`src/sv/rbst_pkg.sv`:
```
// ----------------------------------------------------------------------------
// rbst_pkg
// Shared widths, reset values and inter-stage types for the ray/box slab test.
// ----------------------------------------------------------------------------
package rbst_pkg;

  localparam int COORD_W  = 32;
  localparam int DIFF_W   = COORD_W + 1;
  localparam int EPS_W    = 16;
  localparam int NUM_AXES = 3;
  localparam int S_DATA_W = 4 * NUM_AXES * COORD_W;
  localparam int M_DATA_W = 8;

  localparam logic [EPS_W-1:0] EPS_RESET = 16'd1;

  // Per-axis side information that travels alongside the dividers.
  typedef struct packed {
    logic parallel;
    logic in_slab;
    logic neg_min;
    logic neg_max;
  } axis_flags_t;

  // Magnitudes handed from the set-up stages to an axis divider.
  typedef struct packed {
    axis_flags_t        flags;
    logic [COORD_W-1:0] dir_mag;
    logic [COORD_W-1:0] min_mag;
    logic [COORD_W-1:0] max_mag;
  } axis_prep_t;

endpackage

```
`src/sv/rbst_merge.sv`:
```
// ----------------------------------------------------------------------------
// rbst_merge
// Applies signs, orders each axis's parameters, narrows the interval over
// the three axes and forms the hit flag, in five register stages.
// ----------------------------------------------------------------------------
module rbst_merge #(
  parameter int FRAC_BITS = 16
) (
  input  logic                                                            clk,
  input  logic [4:0]                                                      en,
  input  logic [rbst_pkg::NUM_AXES-1:0][rbst_pkg::COORD_W+FRAC_BITS-1:0] q_min,
  input  logic [rbst_pkg::NUM_AXES-1:0][rbst_pkg::COORD_W+FRAC_BITS-1:0] q_max,
  input  rbst_pkg::axis_flags_t [rbst_pkg::NUM_AXES-1:0]                  flags,
  output logic                                                            hit
);
  import rbst_pkg::*;

  localparam int NW = COORD_W + FRAC_BITS;
  localparam int TW = NW + 1;

  // Stage 0: signed parameters.
  logic signed [TW-1:0] ta [NUM_AXES];
  logic signed [TW-1:0] tb [NUM_AXES];
  axis_flags_t          f0 [NUM_AXES];

  // Stage 1: ordered pair per axis.
  logic signed [TW-1:0] lo1 [NUM_AXES];
  logic signed [TW-1:0] hi1 [NUM_AXES];
  logic [NUM_AXES-1:0]  use1;
  logic                 pmiss1;

  // Stage 2: x and y merged, z carried.
  logic signed [TW-1:0] lo2, hi2, lo2z, hi2z;
  logic                 use2, use2z, pmiss2;

  // Stage 3: all axes merged.
  logic signed [TW-1:0] lo3, hi3;
  logic                 use3, pmiss3;

  logic [NUM_AXES-1:0]  pmiss_axis;

  always_ff @(posedge clk) begin
    if (en[0]) begin
      for (int a = 0; a < NUM_AXES; a++) begin
        ta[a] <= flags[a].neg_min ? -$signed({1'b0, q_min[a]}) : $signed({1'b0, q_min[a]});
        tb[a] <= flags[a].neg_max ? -$signed({1'b0, q_max[a]}) : $signed({1'b0, q_max[a]});
        f0[a] <= flags[a];
      end
    end
  end

  always_comb begin
    for (int a = 0; a < NUM_AXES; a++) begin
      pmiss_axis[a] = f0[a].parallel && !f0[a].in_slab;
    end
  end

  always_ff @(posedge clk) begin
    if (en[1]) begin
      for (int a = 0; a < NUM_AXES; a++) begin
        lo1[a]  <= (ta[a] <= tb[a]) ? ta[a] : tb[a];
        hi1[a]  <= (ta[a] <= tb[a]) ? tb[a] : ta[a];
        use1[a] <= !f0[a].parallel;
      end
      pmiss1 <= |pmiss_axis;
    end
  end

  // A parallel axis leaves the interval as it is; when neither side bounds
  // it, the interval stays unbounded and the use flag stays low.
  always_ff @(posedge clk) begin
    if (en[2]) begin
      if (use1[0] && use1[1]) begin
        lo2 <= (lo1[0] > lo1[1]) ? lo1[0] : lo1[1];
        hi2 <= (hi1[0] < hi1[1]) ? hi1[0] : hi1[1];
      end else if (use1[0]) begin
        lo2 <= lo1[0];
        hi2 <= hi1[0];
      end else begin
        lo2 <= lo1[1];
        hi2 <= hi1[1];
      end
      use2   <= use1[0] || use1[1];
      lo2z   <= lo1[2];
      hi2z   <= hi1[2];
      use2z  <= use1[2];
      pmiss2 <= pmiss1;
    end
  end

  always_ff @(posedge clk) begin
    if (en[3]) begin
      if (use2 && use2z) begin
        lo3 <= (lo2 > lo2z) ? lo2 : lo2z;
        hi3 <= (hi2 < hi2z) ? hi2 : hi2z;
      end else if (use2) begin
        lo3 <= lo2;
        hi3 <= hi2;
      end else begin
        lo3 <= lo2z;
        hi3 <= hi2z;
      end
      use3   <= use2 || use2z;
      pmiss3 <= pmiss2;
    end
  end

  always_ff @(posedge clk) begin
    if (en[4]) begin
      hit <= !pmiss3 && (!use3 || ((lo3 <= hi3) && !hi3[TW-1]));
    end
  end

endmodule

```
`config.mk`:
```
export PLATFORM = sky130hd
export DESIGN_NAME = rbst_merge
export DESIGN_NICKNAME = d
export VERILOG_FILES = /design/src/sv/rbst_pkg.sv /design/src/sv/rbst_merge.sv
export SDC_FILE = /design/constraint.sdc
export NUM_CORES = 2
export LEC_CHECK = 0
export ABC_AREA = 1
export BUFFER_PORTS_ARGS = -buffer_cell sky130_fd_sc_hd__buf_2
export CORE_UTILIZATION = 45
export CTS_CLUSTER_DIAMETER = 40
export DETAILED_ROUTE_END_ITERATION = 16
export HOLD_SLACK_MARGIN = 0.05
export MAX_ROUTING_LAYER = met4
export PLACE_DENSITY = 0.61
export SYNTH_ARGS = -nofsm -noshare
export SYNTH_HDL_FRONTEND = slang
export SYNTH_SLANG_ARGS = --single-unit
```
`constraint.sdc`:
```
create_clock -name clk -period 4.3 [get_ports clk]
set_input_delay 0.43 -clock clk [delete_from_list [all_inputs] [get_ports clk]]
set_output_delay 0.43 -clock clk [all_outputs]
set_load 0.02 [all_outputs]
```
==> flow_summary.rst <==
.. list-table::
   :header-rows: 1

   * - Metric
     - Value
   * - Global route total overflow
     - 0
   * - Total of max-cap violations
     - 0
   * - Cell type with the largest total area after synthesis
     - sky130_fd_sc_hd__edfxtp_1
   * - Antenna diodes
     - 0
   * - Initial core utilization
     - 0.454
   * - Number of iterations in the first detailed-routing pass
     - 6
   * - Vertical extent of the die
     - 355 µm
   * - Width of the chip
     - ~360 µm
   * - Highest clock frequency the design can meet
     - 0.284 GHz
   * - Clock root buffer
     - sky130_fd_sc_hd__clkbuf_16
   * - Die footprint
     - around 130000 µm²
   * - Number of cells traversed by the worst register-to-register path
     - 14
   * - TritonCTS clock tree
     - done
   * - Area share of the largest cell type after synthesis
     - 0.480
   * - Synthesized Nets
     - a little over 7000
   * - Layer carrying the most global-route usage
     - met2
   * - Number of enable-type register cells in the synthesized netlist
     - 898
   * - Insertion delay to the later sink of the worst-skew pair
     - approximately 0.75 ns
   * - Top flip-flop cell by instance count after synthesis
     - sky130_fd_sc_hd__edfxtp_1
   * - Mean cell area of the mapped netlist
     - between 8 and 9 µm²
   * - Clock period minus worst slack
     - roughly 3.5 ns
   * - Core area
     - roughly 120000 µm²
   * - Part of the cycle the worst path needs
     - 0.820
   * - Worst-case clock buffer depth
     - 3
   * - Via Count
     - between 40000 and 50000
   * - Area taken by flip-flops and latches
     - around 27000 µm²
   * - Launch instance of the worst min-delay path
     - q_max[22]
   * - Wire per inst
     - between 20 and 25 µm
   * - Fill cell count
     - 11452
   * - Row cnt
     - 129
   * - Post-synth design cell area
     - 56100 µm²
   * - Routability congestion estimate
     - slightly below 1
   * - Total of buffers placed on input and output ports
     - around 310
   * - R2R Path Start
     - hi2[48]
   * - Proportion of synthesized chip area in sequential cells
     - 0.480
   * - Leakage power
     - 0.0297 µW
   * - Number of top-level pins
     - between 300 and 400
   * - Category of the worst setup path launch point
     - flop
   * - Total CTS buffers
     - between 100 and 150
   * - Largest net degree at the start of global routing
     - approximately 110
   * - Wire length of the first global-routing pass
     - ~280 mm
   * - Area occupied by multi-input gates
     - about 25000 µm²
   * - Net total in the final layout
     - about 7500
   * - Ys Warns
     - 0
   * - Via density per instance
     - between 5 and 6
   * - Clock skew
     - approximately 0.034 ns
   * - Utilization of the core after routing
     - 0.524
   * - M3 GR Usage
     - 0.0351
   * - Power per Cell Area
     - 478 nW/µm²
   * - Number of clock sinks seen by CTS
     - between 800 and 900
   * - Run status
     - finished clean
   * - CP endpoint kind
     - flop
   * - Area growth from synthesis to layout
     - 15.4%
   * - Hold-critical path depth
     - 2
   * - Clock Pin Slew Worst Setup and Hold Paths
     - approximately 0.060 ns
   * - Half-perimeter wire length after detailed placement
     - about 140 mm
   * - Post-CTS resize count
     - 0
   * - Count of final setup violators
     - 0
   * - Count of endpoints failing hold in the final timing report
     - 0
   * - Total negative slack
     - 0 ns
   * - Vias in the first global route
     - around 44000
   * - Post-synthesis cell type count
     - 44
   * - Top cells by area in the synthesized netlist
     - sky130_fd_sc_hd__edfxtp_1 (48%), sky130_fd_sc_hd__nand2_1 (11%), sky130_fd_sc_hd__ha_1 (8.8%)
   * - Worst voltage drop across the vdd grid
     - around 0.00033 V
   * - Crit Path Max Fanout
     - 25
   * - Worst hold path type
     - in -> reg
   * - Global-route usage over all layers
     - 0.300
   * - Classification of the worst setup path
     - reg -> reg
   * - Antenna violations before repair
     - 9
   * - Remaining number of nets flagged by the antenna check after routing
     - 0
   * - Sum of routed wire length over all layers
     - about 190 mm
   * - Share of cells above drive strength 1
     - 0.0907
   * - Arrival time worst endpoint
     - a little over 4 ns
   * - Met1 capacity usage during global routing
     - 0.409
   * - Async set-or-reset flop fraction in the synthesized netlist
     - 0
   * - Timing startpoint of the critical path
     - hi2[48]
   * - DRC violation total after the first TritonRoute iteration
     - 5293
   * - Number of remaining DRC errors
     - 0
   * - Worst-case headroom to the max-slew limit
     - 0.180
   * - Number of max-slew violations in the final report
     - 0
   * - H-Tree Level Count
     - 4
   * - Met2 usage in global routing
     - 0.456
   * - Data required time at the worst endpoint
     - 4.90 ns
   * - Most used standard cell by instance count after synthesis
     - sky130_fd_sc_hd__nand2_1
   * - Unrepaired setup endpoints after global routing
     - no
   * - Number of synthesized register bits
     - roughly 900
   * - Post-synthesis instance total
     - between 6000 and 7000
   * - Top cells by count, synth
     - sky130_fd_sc_hd__nand2_1 (1674), sky130_fd_sc_hd__edfxtp_1 (898), sky130_fd_sc_hd__inv_1 (861), sky130_fd_sc_hd__nand3_1 (807), sky130_fd_sc_hd__nor2_1 (434)
   * - Pin slew with the least headroom to its limit
     - 1.23 ns
==> power breakdown <==
group,internal [µW],switching (µW)
registers,11300,1250
clock network,6670,4240
logic,2500,4960
total,20500,10500
==> kinds of logic (layout without fill, tap and decap cells) <==
group           count (synthesis)  in the layout  synth area share
compound gates                585            585            0.0642
xor+xnor                      267            267            0.0417
fa+ha+maj                     396            396            0.0883
buf+inv                      1110           1574            0.0771
flops                         898            898             0.480
simple gates                 3224           3224             0.248
==> per-layer routing <==
metal,vias to the layer above,share of wire
li1,22624,-
met1,22629,0.44
met2,1978,0.45
met3,297,0.073
met4,0,0.039
met5,-,0
==> metrics by stage <==
| stage | power (µW) | hold WS [ns] | cells | setup slack [ns] | area (µm²) |
|---|---|---|---|---|---|
| 3_3_place_gp | 19900 | 0.402 | 8241 | 0.829 | 59300 |
| 6_report | 31000 | 0.0798 | 8581 | 0.775 | 64700 |
| 2_1_floorplan | 17000 | 0.400 | 6480 | 2.02 | 56100 |
| 4_1_cts | 31000 | 0.0502 | 8581 | 0.777 | 64700 |
| 3_5_place_dp | 20000 | 0.405 | 8241 | 0.806 | 59300 |
| 5_1_grt | 32500 | 0.0698 | 8581 | 0.528 | 64700 |
==> registers in the layout, summed over array words and instances (netlist names), 3 cells and up <==
| register | cells |
|---|---|
| lo2 | 49 |
| hi2z | 49 |
| lo1 | 147 |
| f0 | 6 |
| hi2 | 49 |
| hi3 | 49 |
| tb | 147 |
| lo3 | 49 |
| lo2z | 49 |
| hi1 | 147 |
| use1 | 3 |
| ta | 147 |
==> cells in the final DEF, fill, tap and decap left out, types with 18 or more instances in the layout <==
master / n
sky130_fd_sc_hd__a21o_1: 18
sky130_fd_sc_hd__a21oi_1: 174
sky130_fd_sc_hd__a22oi_1: 196
sky130_fd_sc_hd__buf_2: 302
sky130_fd_sc_hd__buf_4: 50
sky130_fd_sc_hd__clkbuf_16: 139
sky130_fd_sc_hd__dlygate4sd3_1: 95
sky130_fd_sc_hd__edfxtp_1: 898
sky130_fd_sc_hd__ha_1: 396
sky130_fd_sc_hd__inv_1: 861
sky130_fd_sc_hd__inv_6: 21
sky130_fd_sc_hd__nand2_1: 1674
sky130_fd_sc_hd__nand3_1: 807
sky130_fd_sc_hd__nand3b_1: 73
sky130_fd_sc_hd__nand4_1: 93
sky130_fd_sc_hd__nor2_1: 432
sky130_fd_sc_hd__nor3_1: 70
sky130_fd_sc_hd__nor4_1: 33
sky130_fd_sc_hd__o21ai_0: 130
sky130_fd_sc_hd__xnor2_1: 65
sky130_fd_sc_hd__xor2_1: 202
==> worst max-delay path, cell delays in order, from the launching register on <==
cell	delay (ns)
sky130_fd_sc_hd__edfxtp_1	0.42
sky130_fd_sc_hd__ha_1	0.40
sky130_fd_sc_hd__nand2_1	0.10
sky130_fd_sc_hd__nor2_1	0.10
sky130_fd_sc_hd__nand2_1	0.09
sky130_fd_sc_hd__nor2_2	0.19
sky130_fd_sc_hd__nand2_1	0.12
sky130_fd_sc_hd__nor3_1	0.29
sky130_fd_sc_hd__nand2_1	0.17
sky130_fd_sc_hd__nand2_2	0.11
sky130_fd_sc_hd__nand2_1	0.60
sky130_fd_sc_hd__buf_4	0.51
sky130_fd_sc_hd__nand3_1	0.11
sky130_fd_sc_hd__nand3_1	0.08
sky130_fd_sc_hd__nand2_1	0.08
==> final cells by class <==
type | instances | area share
Timing Repair Buffer | 462 | 0.0482
Clock inverter | 94 | 0.0153
Multi-Input combinational cell | 4472 | 0.384
Inverter | 867 | 0.0503
Tap cell | 1637 | 0.0316
Clock buffer | 151 | 0.0544
Sequential cell | 898 | 0.416
==> path summary, 6_finish.rpt <==
path,to,slack (ns)
worst max-delay path,hi3[23],0.78
worst min-delay path,tb[0][22],0.08
worst max register to register,hi3[23],0.78
worst min register to register,lo2z[9],0.41
==> what timing repair did <==
item,in CTS,in global routing
endpoints found under the hold margin,95,0
buffers inserted,0,0
hold buffers,95,0
No activity file was read; power rests on OpenSTA's default activity.
