### config.mk
export PLATFORM = sky130hd
export DESIGN_NAME = rbst_prep
export DESIGN_NICKNAME = d
export VERILOG_FILES = /design/src/sv/rbst_pkg.sv /design/src/sv/rbst_prep.sv
export SDC_FILE = /design/constraint.sdc
export NUM_CORES = 1
export LEC_CHECK = 0
export BUFFER_PORTS_ARGS = -buffer_cell sky130_fd_sc_hd__buf_4
export CORE_AREA = 8 8 270 272
export CTS_CLUSTER_DIAMETER = 100
export CTS_CLUSTER_SIZE = 30
export DETAILED_ROUTE_END_ITERATION = 12
export DIE_AREA = 0 0 278 280
export HOLD_SLACK_MARGIN = 0.15
export PLACE_DENSITY = 0.74
export SLEW_MARGIN = 10
export SYNTH_ARGS = -nofsm -noshare
export SYNTH_HDL_FRONTEND = slang
export SYNTH_SLANG_ARGS = --single-unit
### constraint.sdc
create_clock -name clk -period 4.9 [get_ports clk]
set_input_delay 0.245 -clock clk [delete_from_list [all_inputs] [get_ports clk]]
set_output_delay 0.245 -clock clk [all_outputs]
set_load 0.02 [all_outputs]
### src/sv/rbst_pkg.sv
// ----------------------------------------------------------------------------
// rbst_pkg
// Shared widths, reset values and inter-stage types for the ray/box slab test.
// ----------------------------------------------------------------------------
package rbst_pkg;

  localparam int COORD_W  = 32;
  localparam int DIFF_W   = COORD_W + 1;
  localparam int EPS_W    = 16;
  localparam int NUM_AXES = 3;
  localparam int S_DATA_W = 4 * NUM_AXES * COORD_W;
  localparam int M_DATA_W = 8;

  localparam logic [EPS_W-1:0] EPS_RESET = 16'd1;

  // Per-axis side information that travels alongside the dividers.
  typedef struct packed {
    logic parallel;
    logic in_slab;
    logic neg_min;
    logic neg_max;
  } axis_flags_t;

  // Magnitudes handed from the set-up stages to an axis divider.
  typedef struct packed {
    axis_flags_t        flags;
    logic [COORD_W-1:0] dir_mag;
    logic [COORD_W-1:0] min_mag;
    logic [COORD_W-1:0] max_mag;
  } axis_prep_t;

endpackage

### src/sv/rbst_prep.sv
// ----------------------------------------------------------------------------
// rbst_prep
// Two set-up stages: slab distances, then magnitudes, signs and slab flags.
// ----------------------------------------------------------------------------
module rbst_prep (
  input  logic                                           clk,
  input  logic [1:0]                                     en,
  input  logic [rbst_pkg::S_DATA_W-1:0]                  item,
  input  logic [rbst_pkg::EPS_W-1:0]                     dir_epsilon,
  output rbst_pkg::axis_prep_t [rbst_pkg::NUM_AXES-1:0]  prep
);
  import rbst_pkg::*;

  localparam int FIELD_ORIGIN = 0;
  localparam int FIELD_DIR    = NUM_AXES;
  localparam int FIELD_MIN    = 2 * NUM_AXES;
  localparam int FIELD_MAX    = 3 * NUM_AXES;

  logic [COORD_W-1:0] org_f [NUM_AXES];
  logic [COORD_W-1:0] dir_f [NUM_AXES];
  logic [COORD_W-1:0] min_f [NUM_AXES];
  logic [COORD_W-1:0] max_f [NUM_AXES];

  logic signed [DIFF_W-1:0]  dmin [NUM_AXES];
  logic signed [DIFF_W-1:0]  dmax [NUM_AXES];
  logic signed [COORD_W-1:0] dir  [NUM_AXES];

  logic [DIFF_W-1:0]  dir_neg [NUM_AXES];
  logic [DIFF_W-1:0]  min_neg [NUM_AXES];
  logic [DIFF_W-1:0]  max_neg [NUM_AXES];
  axis_prep_t         prep_next [NUM_AXES];

  always_comb begin
    for (int a = 0; a < NUM_AXES; a++) begin
      org_f[a] = item[(FIELD_ORIGIN + a) * COORD_W +: COORD_W];
      dir_f[a] = item[(FIELD_DIR + a) * COORD_W +: COORD_W];
      min_f[a] = item[(FIELD_MIN + a) * COORD_W +: COORD_W];
      max_f[a] = item[(FIELD_MAX + a) * COORD_W +: COORD_W];
    end
  end

  always_ff @(posedge clk) begin
    if (en[0]) begin
      for (int a = 0; a < NUM_AXES; a++) begin
        dmin[a] <= $signed({min_f[a][COORD_W-1], min_f[a]}) -
                   $signed({org_f[a][COORD_W-1], org_f[a]});
        dmax[a] <= $signed({max_f[a][COORD_W-1], max_f[a]}) -
                   $signed({org_f[a][COORD_W-1], org_f[a]});
        dir[a]  <= $signed(dir_f[a]);
      end
    end
  end

  // A slab distance never exceeds 2^32 - 1 in magnitude, so 32 bits hold it.
  always_comb begin
    for (int a = 0; a < NUM_AXES; a++) begin
      dir_neg[a] = -{dir[a][COORD_W-1], dir[a]};
      min_neg[a] = -dmin[a];
      max_neg[a] = -dmax[a];
      prep_next[a].dir_mag = dir[a][COORD_W-1] ? dir_neg[a][COORD_W-1:0] : dir[a];
      prep_next[a].min_mag = dmin[a][DIFF_W-1] ? min_neg[a][COORD_W-1:0]
                                               : dmin[a][COORD_W-1:0];
      prep_next[a].max_mag = dmax[a][DIFF_W-1] ? max_neg[a][COORD_W-1:0]
                                               : dmax[a][COORD_W-1:0];
      prep_next[a].flags.parallel =
        prep_next[a].dir_mag <= {{(COORD_W-EPS_W){1'b0}}, dir_epsilon};
      prep_next[a].flags.in_slab = (dmin[a][DIFF_W-1] || (dmin[a] == '0)) &&
                                   !dmax[a][DIFF_W-1];
      prep_next[a].flags.neg_min = dmin[a][DIFF_W-1] ^ dir[a][COORD_W-1];
      prep_next[a].flags.neg_max = dmax[a][DIFF_W-1] ^ dir[a][COORD_W-1];
    end
  end

  always_ff @(posedge clk) begin
    if (en[1]) begin
      for (int a = 0; a < NUM_AXES; a++) begin
        prep[a] <= prep_next[a];
      end
    end
  end

endmodule

==> results of run 1 <==
[layout by cell type (no fill, tap or decap), drive strengths merged, types with 10 or more instances in the layout]
| cell type | n |
|---|---|
| buf | 712 |
| edfxtp | 594 |
| xnor2 | 366 |
| ha | 249 |
| dlygate4sd3 | 230 |
| inv | 198 |
| nand2 | 182 |
| o21ai | 179 |
| a21oi | 178 |
| nor2 | 137 |
| a21o | 110 |
| o31ai | 76 |
| xor2 | 65 |
| nand2b | 54 |
| o41ai | 48 |
| or4 | 48 |
| nand3 | 46 |
| o21a | 38 |
| nor3 | 36 |
| or3 | 36 |
| nor2b | 34 |
| clkbuf | 33 |
| nor4 | 29 |
| nand4 | 27 |
| o21bai | 20 |
| a211oi | 17 |
| and3 | 15 |
| or2 | 14 |
| a31oi | 11 |
| diode | 10 |
| and2 | 10 |
[path summary, 6_finish.rpt]
path | from | endpoint | slack (ns) | cells past startpoint
worst max-delay path | item[32] | dmax[0][59] | 0.97 | 14
worst min-delay path | item[364] | dmax[0][78] | 0.18 | 4
worst max register to register | dir[0][76] | prep[299] | 1.11 | 9
worst min register to register | dir[0][32] | prep[164] | 0.51 | 0
[synthesized netlist by cell type, types with 4 or more instances]
cell	n	area, µm²
ha_1	249	3115
or2_2	14	87.58
o41ai_1	48	420.4
a221oi_1	4	35.03
a211o_1	4	35.03
a211oi_1	17	127.6
inv_1	188	705.7
a41o_1	4	40.04
clkbuf_1	37	138.9
and3_1	15	93.84
o211ai_1	9	67.56
nand2b_1	54	337.8
nor2_1	137	514.2
nor4_1	29	181.4
o21ai_0	179	895.9
o21bai_1	20	150.1
nor3b_1	4	30.03
o31a_1	9	78.83
xor2_1	65	569.3
o21a_1	38	285.3
a21oi_1	178	890.9
nand3_1	46	230.2
and2_1	10	62.56
nand2_1	181	679.4
or4_1	47	352.8
nand4_1	27	168.9
nor3_1	36	180.2
xnor2_1	366	3206
a21o_1	110	825.8
a31oi_1	11	68.82
a21boi_0	8	60.06
or3_1	32	200.2
or3_4	4	45.04
edfxtp_1	594	17840
fa_1	6	120.1
o31ai_1	76	570.6
nor2b_1	34	212.7
a2111oi_0	4	35.03
[cell type report]
cell class	instances	area [µm²]	share of cell area
well taps	891	1115	0.02551
diodes	10	25.02	0.0005726
clock buffers	33	740.7	0.01695
flip-flops and latches	594	17840	0.4081
repair buffers	942	7712	0.1765
multi-input cells	2120	15390	0.3522
clock inverters	12	178.9	0.004094
inverters	188	705.7	0.01615
[kinds of logic after synthesis]
family                     synth area share
adders and majority gates           0.09493
muxes                             0.0009544
buffers and inverters               0.02511
AOI/OAI and AO/OA                    0.1423
and+or+nand+nor                      0.1026
xor gates and xnor gates             0.1108
DFF                                  0.5233
[metrics by stage]
| step | power (mW) | hold slack, ns |
|---|---|---|
| 2_1_floorplan | 9.404 | 0.3439 |
| 3_3_place_gp | 11.04 | 0.4236 |
| 3_5_place_dp | 11.11 | 0.4243 |
| 4_1_cts | 14.19 | 0.1516 |
| 5_1_grt | 14.75 | 0.1686 |
| 6_report | 14.13 | 0.1754 |
[routing by layer]
layer / vias up / share of wire / track usage
met3: 202 / 0.074 / 0.05404
met2: 1088 / 0.48 / 0.4337
li1: 12860 / - / -
met1: 12850 / 0.40 / 0.3186
met5: - / 0.00083 / 0
met4: 14 / 0.045 / 0.1040
[flip-flops by register name, indices dropped and copies added (netlist names)]
| name | flops |
|---|---|
| dmax | 99 |
| dir | 96 |
| prep | 300 |
| dmin | 99 |
[critical path, delay by kind of cell]
family | cells | cell delay (ns)
compound gates | 6 | 1.83
xor+xnor | 1 | 0.17
fa+ha+maj | 2 | 0.65
buf+inv | 2 | 0.69
simple gates | 3 | 0.71
[power by group through the flow]
stage	Clock, mW	Combinational (mW)	Sequential (mW)
CTS	2.99	4.09	7.11
detailed placement	0	3.89	7.22
global placement	0	3.85	7.19
finish	2.91	4.10	7.12
global route	3.14	4.42	7.20
floorplan	0	1.90	7.51
==> reports/metrics.cfg, run 1 <==
[yosys]
yosysWarnings=0
ys.flop_type=edfxtp_1
syn-instance-count=2942
synth-async-reset-ratio=0
ys_seq_area_frac=0.5233
netlist_area_mm2=0.03408
synth_edf_count=594
synthesis.nets=3600
yosysUniqueCellTypes=65
synth_area_per_cell_um2=11.59
ys_ff_latch=594

[die]
fp.dieW_um=278
die_area_mm2=0.07784
start_util=0.4944
ios=703
die_h_um=280
num_rows=97
core_mm2=0.06894

[setup_path]
max_stage_delay_ns=0.61
path_cells=dlygate4sd3_1 > buf_4 > ha_1 > fa_1 > nor2b_1 > o31a_1 > o21ai_0 > a21oi_1 > or4_1 > a31o_2 > and3b_1 > a2111oi_0 > o21ai_0 > xor2_1
cp-start-kind=primary input
worstPathArrival_ns=4.29
crit_path_top_delay_cell=a2111oi_0
cp-end-kind=register
critical_path_class=primary input to register
crit_fanout=4
cp_common_cell=o21ai_0
cp_data_required_time_ns=5.26

[job]
maxCapViolCount=0

[power_and_ir_drop]
ir_worst_vdd_v=0.0002961
p_leak_nw=17.88
switching_share=0.3186
p_int_mw=9.625
power.switching_mw=4.501
p_clk_frac=0.206
p_comb_frac=0.290
power_density_mw_per_mm2=323.2
seqPwrFrac=0.504

[placed_design]
placed_area_mm2=0.04046
port_buffers=702
dpl.cell_count=4505
hpwlAfterDp_um=82710
pre_cts_ws_ns=0.8810
gp_congestion=0.9432

[timing]
relSlewSlack=0.1863
clock-skew-final_ns=0.02664
setup_viol=0
setup_tns_ns=0
final_max_slew_viol_count=0
fin_crit_sh=0.8024
timing.final.crit_period_ns=3.932
hold_viol=0
rsz0062_at_grt=no
worstMarginPinSlew_ns=1.221
fmax_ghz=0.2543
worst_slack_ns=0.9682

[min_path]
hold_path.class=primary input to register

[detailed_routing]
drc=0
routedWlPerCell_um=21.93
antenna_left=0
detail_route.iter0.violations=2153
vias=27010
routed_wl_um=105000
drt-vias-per-instance=5.639
drt_first_pass_iters=6

[status]
status=complete, no violations

[cells_and_area]
area_delta_synth_final_pct=28.23
nets=4532
finalCoreUtilization=0.6340
final_area_mm2=0.04371
drive_gt1_frac=0.2001
n_fill_cell=5422
finalNonFillerCells=4790

[clock_network]
cts_resized=0
numCtsBuffers=28
clockRootBuffer=clkbuf_16
postCtsSetupRepairBufs=0
h-tree-depth=1
clockBufferDepth=3
path_clk_slew_ns=0.12
cts_tree=done
cts_sinks=594
hold_buffers=230
clock_latency_ns=0.62

[global_routing]
globalRoute.totalOverflow=0
grt_pass1_wl_um=156500
antenna_found_initial=16
grt_pass1_vias=26750
groute.usage.overall=0.2560
grt_max_degree=129

(Power assumes the default switching activity.)
==> run 2, diff against run 1 <==
Settings changed: CORE_AREA 8 8 270 272 to not set, CORE_MARGIN set to 8, CORE_UTILIZATION set to 51, DIE_AREA 0 0 278 280 to not set, PLACE_DENSITY 0.74 to 0.78.
Clock period 4.9 ns to 3.6 ns, I/O delays scaled along.
==> run 2 against run 1 <==
Against the previous run: critical endpoint is now prep[299]; critical path depth decreased by 2; setup slack got worse by 1.1 ns; the flow now finishes with violations (negative setup slack); clock-buffer cell count decreased by 4; utilization is 4.8 points higher; sequential power is 36% higher; die area down 3.2%; clock power increased by 24%.
==> reports/metrics.cfg, run 2 (synthesis results as in run 1) <==
[cells_and_area]
most-common-layout-cells=buf_4 (742), edfxtp_1 (594), xnor2_1 (366), dlygate4sd3_1 (325), ha_1 (249)
drive_gt1_frac=0.2076
multi_input_area_mm2=0.01553
n_fill_cell=4613
reg_top3=prep (300), dmax (99), dmin (99)
final_common_cell=buf_4
nets=4664
largest_register_ffs=300
area_delta_synth_final_pct=31.99
ff_latch_area_mm2=0.01784
regMostFlops=prep

[min_path]
whs_endpoint=dmax[0][17]
hp-start=item[305]
hold_depth=3
hold_path.class=primary input to register

[global_routing]
globalRoute.totalOverflow=0
grt_pass1_vias=27600
groute.usage.overall=0.2694
antenna_found_initial=15
grt_pass1_wl_um=158500
grt_max_degree=108

[power_and_ir_drop]
ir_worst_vdd_v=0.0003780
power_density_mw_per_mm2=426.1
p_leak_nw=18.44
power_mw=19.17

[die]
die_area_mm2=0.07536
num_rows=94
fp.dieW_um=274.5
core_mm2=0.06598
ios=703
start_util=0.5166
die_h_um=274.5

[detailed_routing]
antenna_left=0
drt_first_pass_iters=6
drt-vias-per-instance=5.735
vias=28070
routedWlPerCell_um=22.01
routed_wl_um=107700
drc=0
detail_route.iter0.violations=2444

[setup_path]
timing.rr.end=prep[299]
cp-end-kind=register
critical_path.startpoint=dir[0][72]
worstPathArrival_ns=4.21
reg2reg_from=dir[0][72]
cp-start-kind=register
r2r_cells=12
crit_fanout=3
critical_path_class=register to register
cp_data_required_time_ns=4.08
rrSetupSlack_ns=-0.13

[status]
status=finished, violations left
violations=negative setup slack

[placed_design]
port_buffers=702
hpwlAfterDp_um=82820
gp_congestion=0.9542

[timing]
relSlewSlack=0.2601
hold_viol=0
hold_ws_ns=0.1904
clock-skew-final_ns=0.05595
timing.final.crit_period_ns=3.728
setup_viol=1
fmax_ghz=0.2682
worst_slack_ns=-0.1282
fin_crit_sh=1.036
final_max_slew_viol_count=0
rsz0062_at_grt=yes
worstMarginPinSlew_ns=1.110

[clock_network]
cts_sinks=594
cts_tree=done
path_clk_slew_ns=0.11
clockBufferDepth=3
h-tree-depth=1
numCtsBuffers=26
clockRootBuffer=clkbuf_16
clock_latency_ns=0.63

[job]
maxCapViolCount=0

==> run 2: layout make-up <==
cell class,instances,area share
clock inverters,10,0.003282
clock buffers,29,0.01471
flip-flops and latches,594,0.3965
diodes,14,0.0007787
multi-input cells,2120,0.3451
repair buffers,1076,0.1999
inverters,188,0.01569
well taps,864,0.02403
==> run 2: timing repair <==
item / in CTS / in global routing
hold buffers: 325 / 0
setup buffers: 0 / 8
hold endpoints to repair: 335 / 0
setup endpoints to repair: 0 / 21
resized for setup: 0 / 34
==> run 2: metal layers <==
layer,part of all wire,track usage,routed length [µm]
met1,0.37,0.3222,40330
met2,0.48,0.4583,51460
met3,0.090,0.05750,9728
met4,0.057,0.1351,6152
met5,0.00048,0,52
==> run 2: how the worst max path moves through the flow <==
stage / endpoint / slack, ns / cells past startpoint
floorplan: prep[299] / 0.34 / 9
global placement: dmax[0][59] / 0.15 / 15
detailed placement: dmax[0][59] / 0.06 / 15
CTS: dmax[0][62] / 0.006 / 14
global route: prep[299] / -0.17 / 12
finish: prep[299] / -0.13 / 12
==> run 2: power breakdown <==
| part | switching (mW) | internal [mW] |
|---|---|---|
| sequential | 0.698 | 8.96 |
| clock | 2.20 | 1.40 |
| combinational | 3.16 | 2.75 |
| total | 6.06 | 13.1 |
==> run 2: worst max-delay path, cell delays in order (launching register included) <==
cell	delay (ns)
edfxtp_1	0.45
nor4_1	0.39
buf_4	0.20
nand3_1	0.20
o31ai_2	0.34
xnor2_1	0.16
ha_1	0.32
nand4_1	0.14
or2_2	0.36
or3_1	0.43
a211oi_2	0.29
nand4_1	0.13
nor2_1	0.17
==> run 2: through the flow <==
step / area, µm² / setup TNS (ns) / util / std cells / setup slack, ns
6_report: 44990 / -0.1282 / 0.6818 / 4895 / -0.1282
4_1_cts: 44760 / 0 / 0.6783 / 4873 / 0.006339
2_1_floorplan: 34080 / 0 / - / 2942 / 0.3418
3_3_place_gp: 40700 / 0 / 0.6168 / 4509 / 0.1493
5_1_grt: 44980 / -0.2972 / 0.6818 / 4893 / -0.1727
3_5_place_dp: 40700 / 0 / 0.6168 / 4509 / 0.06273
